--- config.mk ---
export PLATFORM = sky130hd
export DESIGN_NAME = ctc_greedy_decode_confidence
export DESIGN_NICKNAME = d
export VERILOG_FILES = /design/src/rtl/core/ctcgd_pkg.sv /design/src/rtl/core/ctc_greedy_decode_confidence.sv /design/src/rtl/core/ctcgd_ctrl.sv /design/src/rtl/core/ctcgd_dp.sv
export VERILOG_INCLUDE_DIRS = /design/src /design/src/rtl/core
export SDC_FILE = /design/constraint.sdc
export NUM_CORES = 2
export LEC_CHECK = 0
export BUFFER_PORTS_ARGS = -buffer_cell sky130_fd_sc_hd__buf_4
export CAP_MARGIN = 10
export CORE_MARGIN = 3
export CORE_UTILIZATION = 65
export DETAILED_ROUTE_END_ITERATION = 7
export HOLD_SLACK_MARGIN = 0.03
export PLACE_DENSITY = 0.93
export SKIP_CTS_REPAIR_TIMING = 1
export SYNTH_ARGS = -nofsm -noshare
export SYNTH_HDL_FRONTEND = slang
export SYNTH_HIERARCHICAL = 1
export SYNTH_SLANG_ARGS = --single-unit
--- constraint.sdc ---
create_clock -name i_clk -period 9.5 [get_ports i_clk]
set_clock_uncertainty 0.15 [all_clocks]
set_input_delay 1.425 -clock i_clk [delete_from_list [all_inputs] [get_ports i_clk]]
set_output_delay 1.425 -clock i_clk [all_outputs]
set_load 0.03 [all_outputs]
--- src/rtl/core/ctc_greedy_decode_confidence_macros.svh ---
// assertion helpers for the ctc greedy decoder
`ifndef CTC_GREEDY_DECODE_CONFIDENCE_MACROS_SVH
`define CTC_GREEDY_DECODE_CONFIDENCE_MACROS_SVH

`ifndef SYNTHESIS
`define CTCGD_ASSERT_SAME(label, clk, rst_n, ante, cons) \
    label: assert property (@(posedge clk) disable iff (!(rst_n)) (ante) |-> (cons)) \
        else $error("ctcgd assertion failed");
`define CTCGD_ASSERT_NEXT(label, clk, rst_n, ante, cons) \
    label: assert property (@(posedge clk) disable iff (!(rst_n)) (ante) |=> (cons)) \
        else $error("ctcgd assertion failed");
`else
`define CTCGD_ASSERT_SAME(label, clk, rst_n, ante, cons)
`define CTCGD_ASSERT_NEXT(label, clk, rst_n, ante, cons)
`endif

`endif

--- src/rtl/core/ctcgd_pkg.sv ---
package ctcgd_pkg;

    localparam int MAX_CLASSES = 128;
    localparam int MAX_STEPS   = 256;

    localparam int LOGIT_W = 16;
    localparam int CLASS_W = 7;
    localparam int PROB_W  = 16;
    localparam int TOTAL_W = 9;
    localparam int SUM_W   = 25;
    localparam int CC_W    = $clog2(MAX_CLASSES);
    localparam int STEP_W  = $clog2(MAX_STEPS + 1);

    // exp() unit: 12 exponent bits, two multiplier passes per bit
    localparam int EXP_BITS  = 12;
    localparam int EXP_ITERS = 2 * EXP_BITS;
    localparam logic [31:0] EXP_STEP_Q32 = 32'd4278222805;

    // mean divider: one quotient bit per cycle
    localparam int DIV_W     = SUM_W + 1;
    localparam int DIV_ITERS = DIV_W;

    localparam int ITER_W = 5;

    localparam logic [SUM_W-1:0]   SUM_MAX   = {SUM_W{1'b1}};
    localparam logic [TOTAL_W-1:0] COUNT_MAX = {TOTAL_W{1'b1}};
    localparam logic [PROB_W-1:0]  PROB_MAX  = {PROB_W{1'b1}};

    localparam logic KIND_CHAR    = 1'b0;
    localparam logic KIND_SUMMARY = 1'b1;

    typedef struct packed {
        logic              accept;
        logic              eval;
        logic              exp_step;
        logic              emit_char;
        logic              div_init;
        logic              div_step;
        logic              emit_sum;
        logic              seq_end;
        logic [ITER_W-1:0] iter;
    } t_cmd;

    typedef struct packed {
        logic char_hit;
        logic out_free;
    } t_sts;

endpackage

--- src/rtl/core/ctc_greedy_decode_confidence.sv ---
// a class that does not end a step is taken in the idle state, which stays ready for the next class
// step end: an evaluation state, then for a character the exp iteration (shared 32x32 multiplier) and an emit
// sequence end: a further divider init and the bit-serial mean divider, then an emit for the summary
// results leave through a one-entry output register; a full register stalls only the emit states
// reset: synchronous active-low, clears sequence state, charset size returns to 127
module ctc_greedy_decode_confidence import ctcgd_pkg::*; (
    input  logic                      i_clk,
    input  logic                      i_rst_n,
    // configuration: charset size
    input  logic                      i_cfg_we,
    input  logic [CLASS_W-1:0]        i_cfg_data,
    // logit items
    input  logic                      i_valid,
    output logic                      o_ready,
    input  logic signed [LOGIT_W-1:0] i_logit,
    input  logic                      i_last_in_step,
    input  logic                      i_last_step,
    // result items
    output logic                      o_valid,
    input  logic                      i_ready,
    output logic                      o_kind,
    output logic [CLASS_W-1:0]        o_char_position,
    output logic [PROB_W-1:0]         o_mean_confidence,
    output logic [TOTAL_W-1:0]        o_char_total,
    output logic                      o_last
);

    // command and status between sequencer and datapath
    t_cmd cmd;
    t_sts sts;

    // sequencer: item intake, exp iteration, divide and emit ordering
    ctcgd_ctrl u_ctrl (
        .i_clk          (i_clk),
        .i_rst_n        (i_rst_n),
        .i_valid        (i_valid),
        .i_last_in_step (i_last_in_step),
        .i_last_step    (i_last_step),
        .i_sts          (sts),
        .o_ready        (o_ready),
        .o_cmd          (cmd)
    );

    // datapath: running argmax, sequence totals, exp unit, divider, output register
    ctcgd_dp u_dp (
        .i_clk             (i_clk),
        .i_rst_n           (i_rst_n),
        .i_cmd             (cmd),
        .o_sts             (sts),
        .i_cfg_we          (i_cfg_we),
        .i_cfg_data        (i_cfg_data),
        .i_logit           (i_logit),
        .i_ready           (i_ready),
        .o_valid           (o_valid),
        .o_kind            (o_kind),
        .o_char_position   (o_char_position),
        .o_mean_confidence (o_mean_confidence),
        .o_char_total      (o_char_total),
        .o_last            (o_last)
    );

endmodule

--- src/rtl/core/ctcgd_ctrl.sv ---
`include "ctc_greedy_decode_confidence_macros.svh"

module ctcgd_ctrl import ctcgd_pkg::*; (
    input  logic i_clk,
    input  logic i_rst_n,
    input  logic i_valid,
    input  logic i_last_in_step,
    input  logic i_last_step,
    input  t_sts i_sts,
    output logic o_ready,
    output t_cmd o_cmd
);

    localparam logic [2:0] S_IDLE      = 3'd0;
    localparam logic [2:0] S_EVAL      = 3'd1;
    localparam logic [2:0] S_EXP       = 3'd2;
    localparam logic [2:0] S_EMIT_CHAR = 3'd3;
    localparam logic [2:0] S_DIV_INIT  = 3'd4;
    localparam logic [2:0] S_DIV       = 3'd5;
    localparam logic [2:0] S_EMIT_SUM  = 3'd6;

    localparam logic [ITER_W-1:0] EXP_LAST = ITER_W'(EXP_ITERS - 1);
    localparam logic [ITER_W-1:0] DIV_LAST = ITER_W'(DIV_ITERS - 1);

    logic [2:0]        r_state, n_state;
    logic [ITER_W-1:0] r_cnt, n_cnt;
    logic              r_seq_end, n_seq_end;

    always_ff @(posedge i_clk) begin
        if (!i_rst_n) begin
            r_state   <= S_IDLE;
            r_cnt     <= '0;
            r_seq_end <= 1'b0;
        end else begin
            r_state   <= n_state;
            r_cnt     <= n_cnt;
            r_seq_end <= n_seq_end;
        end
    end

    always_comb begin
        n_state   = r_state;
        n_cnt     = r_cnt;
        n_seq_end = r_seq_end;
        o_ready   = 1'b0;
        o_cmd     = '0;
        o_cmd.seq_end = r_seq_end;
        o_cmd.iter    = r_cnt;
        case (r_state)
            S_IDLE: begin
                o_ready      = 1'b1;
                o_cmd.accept = i_valid;
                if (i_valid && i_last_in_step) begin
                    n_state   = S_EVAL;
                    n_seq_end = i_last_step;
                end
            end
            S_EVAL: begin
                o_cmd.eval = 1'b1;
                n_cnt      = '0;
                if (i_sts.char_hit) begin
                    n_state = S_EXP;
                end else if (r_seq_end) begin
                    n_state = S_DIV_INIT;
                end else begin
                    n_state = S_IDLE;
                end
            end
            S_EXP: begin
                o_cmd.exp_step = 1'b1;
                if (r_cnt == EXP_LAST) begin
                    n_cnt   = '0;
                    n_state = S_EMIT_CHAR;
                end else begin
                    n_cnt = r_cnt + 1'b1;
                end
            end
            S_EMIT_CHAR: begin
                if (i_sts.out_free) begin
                    o_cmd.emit_char = 1'b1;
                    n_state = r_seq_end ? S_DIV_INIT : S_IDLE;
                end
            end
            S_DIV_INIT: begin
                o_cmd.div_init = 1'b1;
                n_cnt   = '0;
                n_state = S_DIV;
            end
            S_DIV: begin
                o_cmd.div_step = 1'b1;
                if (r_cnt == DIV_LAST) begin
                    n_cnt   = '0;
                    n_state = S_EMIT_SUM;
                end else begin
                    n_cnt = r_cnt + 1'b1;
                end
            end
            S_EMIT_SUM: begin
                if (i_sts.out_free) begin
                    o_cmd.emit_sum = 1'b1;
                    n_state = S_IDLE;
                end
            end
            default: begin
                n_state = S_IDLE;
            end
        endcase
    end

    // results are only loaded into a free output register
    `CTCGD_ASSERT_SAME(a_load_free, i_clk, i_rst_n, o_cmd.emit_char || o_cmd.emit_sum, i_sts.out_free)
    // only one datapath operation per cycle
    `CTCGD_ASSERT_SAME(a_one_op, i_clk, i_rst_n, 1'b1, $onehot0({o_cmd.accept, o_cmd.eval, o_cmd.exp_step, o_cmd.emit_char, o_cmd.div_init, o_cmd.div_step, o_cmd.emit_sum}))
    // the exp iteration always ends in the character emit
    `CTCGD_ASSERT_NEXT(a_exp_done, i_clk, i_rst_n, r_state == S_EXP && r_cnt == EXP_LAST, r_state == S_EMIT_CHAR)

endmodule

--- src/rtl/core/ctcgd_dp.sv ---
module ctcgd_dp import ctcgd_pkg::*; (
    input  logic                      i_clk,
    input  logic                      i_rst_n,
    input  t_cmd                      i_cmd,
    output t_sts                      o_sts,
    input  logic                      i_cfg_we,
    input  logic [CLASS_W-1:0]        i_cfg_data,
    input  logic signed [LOGIT_W-1:0] i_logit,
    input  logic                      i_ready,
    output logic                      o_valid,
    output logic                      o_kind,
    output logic [CLASS_W-1:0]        o_char_position,
    output logic [PROB_W-1:0]         o_mean_confidence,
    output logic [TOTAL_W-1:0]        o_char_total,
    output logic                      o_last
);

    logic [CLASS_W-1:0]        r_charset;
    logic signed [LOGIT_W-1:0] r_best_score;
    logic [CLASS_W-1:0]        r_best_class;
    logic [CC_W-1:0]           r_cc;
    logic                      r_step_full;
    logic [CLASS_W-1:0]        r_prev;
    logic [SUM_W-1:0]          r_sum;
    logic [TOTAL_W-1:0]        r_count;
    logic [STEP_W-1:0]         r_step_cnt;

    // exp unit
    logic signed [LOGIT_W:0] r_n;
    logic [31:0]             r_r, r_b;
    logic                    r_r_one;

    // divider
    logic [DIV_W-1:0]   r_quo;
    logic [TOTAL_W-1:0] r_rem;

    // output register
    logic                 r_o_valid, r_o_kind, r_o_last;
    logic [CLASS_W-1:0]   r_o_pos;
    logic [PROB_W-1:0]    r_o_mean;
    logic [TOTAL_W-1:0]   r_o_total;

    logic                    step_open;
    logic                    take;
    logic [CC_W:0]           cc_next;
    logic [3:0]              bit_idx;
    logic [EXP_BITS-1:0]     n_bits;
    logic                    phase;
    logic [31:0]             mul_a;
    logic [63:0]             prod;
    logic [31:0]             mul_rnd;
    logic [32:0]             rnd_prob;
    logic [PROB_W-1:0]       prob;
    logic [SUM_W:0]          sum_add;
    logic [DIV_W-1:0]        dividend;
    logic [TOTAL_W+1:0]      trial;
    logic [PROB_W-1:0]       mean;

    assign step_open = r_step_cnt < STEP_W'(MAX_STEPS);
    assign take      = i_cmd.accept && !r_step_full
                       && (r_cc == '0 || i_logit > r_best_score);
    assign cc_next   = {1'b0, r_cc} + 1'b1;

    assign o_sts.char_hit = step_open && r_best_class != '0 && r_best_class != r_prev
                            && r_best_class <= r_charset;
    assign o_sts.out_free = !r_o_valid || i_ready;

    // one shared multiplier: even passes r*b, odd passes b*b
    assign bit_idx = i_cmd.iter[4:1];
    assign n_bits  = r_n[EXP_BITS-1:0];
    assign phase   = i_cmd.iter[0];
    assign mul_a   = phase ? r_b : r_r;
    assign prod    = 64'(mul_a) * 64'(r_b);
    assign mul_rnd = 32'((prod + 64'h8000_0000) >> 32);

    always_comb begin
        rnd_prob = ({1'b0, r_r} + 33'h8000) >> 16;
        if (r_n[LOGIT_W] || r_n == '0) begin
            prob = PROB_MAX;
        end else if (r_n >= (LOGIT_W + 1)'(1 << EXP_BITS)) begin
            prob = '0;
        end else if (r_r_one || rnd_prob[16]) begin
            prob = PROB_MAX;
        end else begin
            prob = rnd_prob[PROB_W-1:0];
        end
    end

    assign sum_add  = {1'b0, r_sum} + (SUM_W + 1)'(prob);
    assign dividend = DIV_W'(r_sum) + DIV_W'(r_count >> 1);
    assign trial    = {1'b0, r_rem, r_quo[DIV_W-1]} - {2'b0, r_count};

    always_comb begin
        if (r_count == '0) begin
            mean = '0;
        end else if (r_quo[DIV_W-1:PROB_W] != '0) begin
            mean = PROB_MAX;
        end else begin
            mean = r_quo[PROB_W-1:0];
        end
    end

    // control state
    always_ff @(posedge i_clk) begin
        if (!i_rst_n) begin
            r_charset    <= CLASS_W'(MAX_CLASSES - 1);
            r_best_score <= '0;
            r_best_class <= '0;
            r_cc         <= '0;
            r_step_full  <= 1'b0;
            r_prev       <= '0;
            r_sum        <= '0;
            r_count      <= '0;
            r_step_cnt   <= '0;
            r_o_valid    <= 1'b0;
        end else begin
            if (i_cfg_we) begin
                r_charset <= i_cfg_data;
            end
            if (take) begin
                r_best_score <= i_logit;
                r_best_class <= CLASS_W'(r_cc);
            end
            if (i_cmd.accept && !r_step_full) begin
                if (cc_next >= (CC_W + 1)'(MAX_CLASSES)) begin
                    r_step_full <= 1'b1;
                end else begin
                    r_cc <= cc_next[CC_W-1:0];
                end
            end
            if (i_cmd.eval) begin
                r_cc        <= '0;
                r_step_full <= 1'b0;
                if (step_open) begin
                    r_step_cnt <= r_step_cnt + 1'b1;
                    r_prev     <= r_best_class;
                end
            end
            if (i_cmd.emit_char) begin
                r_sum <= sum_add[SUM_W] ? SUM_MAX : sum_add[SUM_W-1:0];
                if (r_count != COUNT_MAX) begin
                    r_count <= r_count + 1'b1;
                end
            end
            if (i_cmd.emit_sum) begin
                r_sum      <= '0;
                r_count    <= '0;
                r_prev     <= '0;
                r_step_cnt <= '0;
            end
            if (i_cmd.emit_char || i_cmd.emit_sum) begin
                r_o_valid <= 1'b1;
            end else if (i_ready) begin
                r_o_valid <= 1'b0;
            end
        end
    end

    // exp iteration, divider and result payload
    always_ff @(posedge i_clk) begin
        if (i_cmd.eval) begin
            r_n     <= -{r_best_score[LOGIT_W-1], r_best_score};
            r_r     <= '0;
            r_r_one <= 1'b1;
            r_b     <= EXP_STEP_Q32;
        end
        if (i_cmd.exp_step) begin
            if (phase) begin
                r_b <= mul_rnd;
            end else if (n_bits[bit_idx]) begin
                r_r     <= r_r_one ? r_b : mul_rnd;
                r_r_one <= 1'b0;
            end
        end
        if (i_cmd.div_init) begin
            r_quo <= dividend;
            r_rem <= '0;
        end
        if (i_cmd.div_step) begin
            if (!trial[TOTAL_W+1]) begin
                r_rem <= trial[TOTAL_W-1:0];
                r_quo <= {r_quo[DIV_W-2:0], 1'b1};
            end else begin
                r_rem <= {r_rem[TOTAL_W-2:0], r_quo[DIV_W-1]};
                r_quo <= {r_quo[DIV_W-2:0], 1'b0};
            end
        end
        if (i_cmd.emit_char) begin
            r_o_kind  <= KIND_CHAR;
            r_o_pos   <= r_best_class - 1'b1;
            r_o_mean  <= '0;
            r_o_total <= '0;
            r_o_last  <= !i_cmd.seq_end;
        end
        if (i_cmd.emit_sum) begin
            r_o_kind  <= KIND_SUMMARY;
            r_o_pos   <= '0;
            r_o_mean  <= mean;
            r_o_total <= r_count;
            r_o_last  <= 1'b1;
        end
    end

    assign o_valid           = r_o_valid;
    assign o_kind            = r_o_kind;
    assign o_char_position   = r_o_pos;
    assign o_mean_confidence = r_o_mean;
    assign o_char_total      = r_o_total;
    assign o_last            = r_o_last;

endmodule

Word-level counts from Yosys, hierarchy flattened. Index checks and enable logic that the tools add are counted.

Bits in registers: 249. Bits of input ports: 30. Output and inout bits: 36. Logic and storage cells: 145.

Add/sub/neg operators: 11. Multipliers: 1. $lt $le $gt $ge: 6. Eq/ne operators: 15. Muxes and demuxes: 53. Bitwise logic cells: 2. Reductions and logical operators: 33.

Operators by type and width (number): $mux 32 (9); $mux 16 (7); $add 64x32->64 const B (1); $mul 32x32->64 (1); $mux 26 (2); $mux 9 (5); $add 32x16->33 const B (1); $add 25x16->26 (1); $add 25x8->26 (1); $mux 25 (1); $mux 3 (7); $pmux 3 s7 (1); $add 9x1->9 const B (2); $ge 17x14->1 const B (1); $logic_not 17->1 (1); $mux 1 (17); $neg 17->17 (1); $gt 16x16->1 (1); $pmux 5 s3 (1); $sub 10x9->11 (1); $eq 5x5->1 const B (2); $mux 5 (2); $reduce_and 2->1 (5); $reduce_bool 10->1 (1); other kinds (27) (49).

Longest topological paths before layout.
Depth in word-level cells: 7. Gate-level depth with buffers: 31. Gate-level depth less buffers: 27.

By module. The synthesis kept the hierarchy.

Modules (own cells, without submodules): ctcgd_dp (times used 1, cells each 5011, area each 45905.3 µm², sequential area each 5575.3 µm²); ctcgd_ctrl (times used 1, cells each 75, area each 645.6 µm², sequential area each 180.2 µm²).

Worst setup path before layout. OpenSTA, ideal clock, no wires.

Path kind: register to register. Start point: register u_ctrl.r_cnt[0]. End point: register u_dp.r_r[29]. Library setup time: 0.062 ns. Data arrival time: 8.303 ns. Data required time: 9.288 ns. Path slack: 0.985 ns. Stages on the path, launching flop included: 29. Path buffers: 3. Period minus slack after synthesis: 8.515 ns. Path through: dfxtp_1 -> buf_1 -> buf_1 -> mux2_2 -> clkbuf_1 -> and2_1 -> fa_1 -> inv_1 -> fa_1 -> inv_1 -> fa_1 -> inv_1 -> fa_1 -> inv_1 -> fa_1 -> fa_1 -> fa_1 -> fa_1 -> ha_1 -> a21oi_2 -> nand2_2 -> a2111oi_4 -> nand4_1 -> o21ai_2 -> o2111ai_1 -> and2_4 -> a211o_1 -> or4_1 -> nand3_1.

Word-level cells in the longest chain between the ends: 7.

Ends and longest elaborated chain: start: declaration (line ctcgd_ctrl.sv:26) `logic [ITER_W-1:0] r_cnt, n_cnt;`; start signal: assignment (line ctcgd_ctrl.sv:36) `r_cnt <= n_cnt;`; $mux 32 (line ctcgd_dp.sv:72) `assign mul_a = phase ? r_b : r_r;`; $mul 32x32->64 (line ctcgd_dp.sv:73) `assign prod = 64'(mul_a) * 64'(r_b);`; $add 64x32->64 (line ctcgd_dp.sv:74) `assign mul_rnd = 32'((prod + 64'h8000_0000) >> 32);`; $mux 32 (line ctcgd_dp.sv:171) `r_r <= r_r_one ? r_b : mul_rnd;`; $mux 32 (line ctcgd_dp.sv:170) `end else if (n_bits[bit_idx]) begin`; $mux 32 (*) (line ctcgd_dp.sv:168) `if (phase) begin`; $mux 32 (*) (line ctcgd_dp.sv:167) `if (i_cmd.exp_step) begin`; end signal: assignment (line ctcgd_dp.sv:171); end: declaration (line ctcgd_dp.sv:30) `logic [31:0] r_r, r_b;`.

Mark *: on every way between the ends. The rest lies on a longest branch, timed or not. A chain may end at the register's enable or synchronous reset.

Final worst setup path.
Start point: register u_ctrl.r_cnt[0]. End point: register u_dp.r_r[25].

The elaborated chain is that of the path after synthesis.

==> impl_metrics.env <==
export IMPL_clk_pin_slew_worst_paths_ps=70
export IMPL_synth_ff_type="dfxtp_1"
export IMPL_synth_distinct_cells=87
export IMPL_ff_latch_area_sq_mm=0.00576
export IMPL_wl_per_cell_um=21.5
export IMPL_drt_initial_drc_count=3963
export IMPL_fin_crit_ps=9100
export IMPL_ys_seq_area_share_pct=12.4
export IMPL_tightestPinTransition_ps=1310
export IMPL_htreeDepth=1
export IMPL_fillers=4683
export IMPL_startpoint_type="flop"
export IMPL_hpwl_um=94800
export IMPL_grt_first_pass_wirelength_um=206000
export IMPL_path_max_fanout=31
export IMPL_rr_startpoint="u_ctrl/r_cnt[0]"
export IMPL_yosys_top_cells_count="937 x inv_1, 899 x fa_1, 640 x and2_1"
export IMPL_status="finished, final reports clean"
export IMPL_synth_fp_nets=6369
export IMPL_drv_slew=0
export IMPL_syn_inst=5086
export IMPL_slew_headroom_pct=12.4
export IMPL_initial_core_util_pct=66.0
export IMPL_die_w_um=274
export IMPL_core_area_sq_mm=0.0705
export IMPL_async_reset_ff_share_pct=0
export IMPL_power_leakage_uw=0.0241
export IMPL_critPathSlowestCell="mux2_2"
export IMPL_critical_path_top_delay_family="adder cells"
export IMPL_hold_violations=0
export IMPL_yosys_warnings=6
export IMPL_grt_pass1_vias=40269
export IMPL_place_congestion=1.00
export IMPL_critical_path_max_stage_delay_ps=640
export IMPL_drc=0
export IMPL_avgSynthCellArea_sq_um=9.15
export IMPL_rsz0062_at_grt="false"
export IMPL_ant_nets=0
export IMPL_ir_drop_uv=112
export IMPL_yosys_area_top_type_share_pct=38.7
export IMPL_gr_usage_all_layers_pct=34.7
export IMPL_cts_made_buffers=25
export IMPL_rrSetupSlack_ps=400
export IMPL_r2r_end="u_dp/r_r[25]"
export IMPL_wirelength_um=127000
export IMPL_reg2reg_depth=26
export IMPL_cp_end_kind="flop"
export IMPL_vias=36603
export IMPL_path_buf_inv=5
export IMPL_dieArea_sq_mm=0.0749
export IMPL_hp_class="reg2reg"
export IMPL_multi_input_area_sq_mm=0.0362
export IMPL_grt_start_max_net_pins=62
export IMPL_worst_ep_arrival_time_ps=9330
export IMPL_whs_path_depth=1
export IMPL_root_buffer="clkbuf_16"
export IMPL_cts_sinks=249
export IMPL_antenna_found_initial=3
export IMPL_drive_above_1_share_pct=4.96
export IMPL_synth_seq_cells=249
export IMPL_cts_max_path_buffers=3
export IMPL_rows=97
export IMPL_clk_insertion_delay_late_ps=530
export IMPL_min_period_over_period_pct=95.8
export IMPL_viasPerCell=6.18
export IMPL_crit_top_cell="fa_1"
export IMPL_maxCapViolCount=0
export IMPL_port_buffers=65
export IMPL_synth_edf_count=77
export IMPL_fin_area_sq_mm=0.0486
export IMPL_dr_pass1_iters=6
export IMPL_setup_tns_ps=0
export IMPL_hold_path_endpoint="u_dp/o_kind"
export IMPL_max_freq_mhz=110
export IMPL_overflow=0
export IMPL_cts_tree="yes"
export IMPL_power_density_mw_per_mm2=63.5
export IMPL_ios=66
export IMPL_cp_data_required_time_ps=9720
export IMPL_synth_most_common_cell="inv_1"
export IMPL_yosys_area_top_type="fa_1"
export IMPL_synth_area_leaders="fa_1 39%, ha_1 9.5%, and2_1 8.6%"
export IMPL_nets=6249
export IMPL_finalSetupViolations=0
export IMPL_die_height_um=274
export IMPL_crit_type="reg2reg"
export IMPL_synthToLayoutAreaGrowth_pct=4.30
export IMPL_holdCritStartpoint="u_dp/o_kind"
export IMPL_synth_cell_area_sq_mm=0.0466
export IMPL_place_area_sq_mm=0.0477
export IMPL_whs_ps=311
## layout by cell type (no fill, tap or decap), types with 14 or more instances in the layout
cell type / synthesis / routed
mux2_2: 32 / 32
o21a_1: 46 / 46
and3_1: 43 / 43
and2_1: 640 / 640
nor2_1: 156 / 155
nand3_1: 64 / 64
xor2_1: 44 / 44
inv_1: 937 / 937
a31oi_1: 30 / 30
o21ai_1: 15 / 15
a21o_1: 31 / 31
nor3_1: 18 / 16
nor2b_1: 49 / 49
dfxtp_1: 172 / 170
nand4_1: 28 / 28
buf_4: 1 / 143
o21ai_0: 186 / 185
nand2_1: 518 / 518
clkbuf_16: 0 / 25
a21oi_1: 138 / 137
xnor2_1: 87 / 87
edfxtp_1: 77 / 77
o211ai_1: 19 / 19
mux2i_1: 40 / 40
nand2b_1: 14 / 14
ha_1: 354 / 354
nor4_1: 14 / 14
fa_1: 899 / 899
## worst max-delay path by stage
stage,to,slack [ps],depth (start not counted),from
after global placement,u_dp/r_r[29],670,24,u_ctrl/r_cnt[0]
final,u_dp/r_r[25],400,26,u_ctrl/r_cnt[0]
after detailed placement,u_dp/r_r[29],450,24,u_ctrl/r_cnt[0]
after CTS,u_dp/r_r[10],400,23,u_ctrl/r_cnt[0]
after global routing,u_dp/r_r[21],170,26,u_ctrl/r_cnt[0]
after floorplan,u_dp/r_r[29],990,28,u_ctrl/r_cnt[0]
## flip-flops by register name, summed over array words and instances (netlist names), 3 cells and up
register and count:
u_dp/r_quo 26, u_dp/r_rem 9, u_dp/r_charset 7, u_dp/r_step_cnt 9
u_dp/r_b 32, u_dp/r_n 17, u_dp/r_prev 7, u_dp/o_mean_confidence 16
u_ctrl/r_cnt 5, u_dp/r_sum 25, u_dp/r_cc 7, u_dp/r_count 9
u_dp/r_best_score 16, u_ctrl/r_state 3, u_dp/r_best_class 7, u_dp/r_r 32
u_dp/o_char_position 7, u_dp/o_char_total 9
## power by group
group          leakage [uW]  internal [uW]  total [uW]  switching, uW
registers           0.00207           1110        1130           19.2
clock network      0.000406            590        1010            424
logic                0.0216            368         937            569
total                0.0241           2070        3090           1010
## cell families after synthesis
logic type | share of synthesized area, %
xor gates and xnor gates | 2.46
DFF | 12.4
adders and majority gates | 48.2
muxes | 1.78
buffers and inverters | 9.94
and+or+nand+nor | 17.7
AOI/OAI and AO/OA | 7.57
## through the flow
step	utilization, %	power, uW	setup slack, ps	std cells
after floorplan	-	1800	985	5086
after global placement	67.7	2010	670	5879
after global routing	68.8	3220	168	5924
after detailed placement	67.7	2060	448	5879
after CTS	68.8	3060	398	5924
final	68.9	3090	396	5927
## area by class of cell
type | instances | share of cell area (%)
multi-input combinational | 3608 | 74.5
sequential | 249 | 11.9
inverter | 939 | 7.26
tap | 940 | 2.42
timing repair buffer | 143 | 2.21
clock buffer | 35 | 1.43
clock inverter | 10 | 0.265
antenna | 3 | 0.0155
## routing by layer
layer	track usage [%]	wire length, um	vias up
li1	-	-	15385
met1	42.0	44000	18057
met2	57.0	60400	2496
met3	8.98	14900	663
met4	19.0	7960	2
met5	0	12	-
No activity file was read; power rests on OpenSTA's default activity.
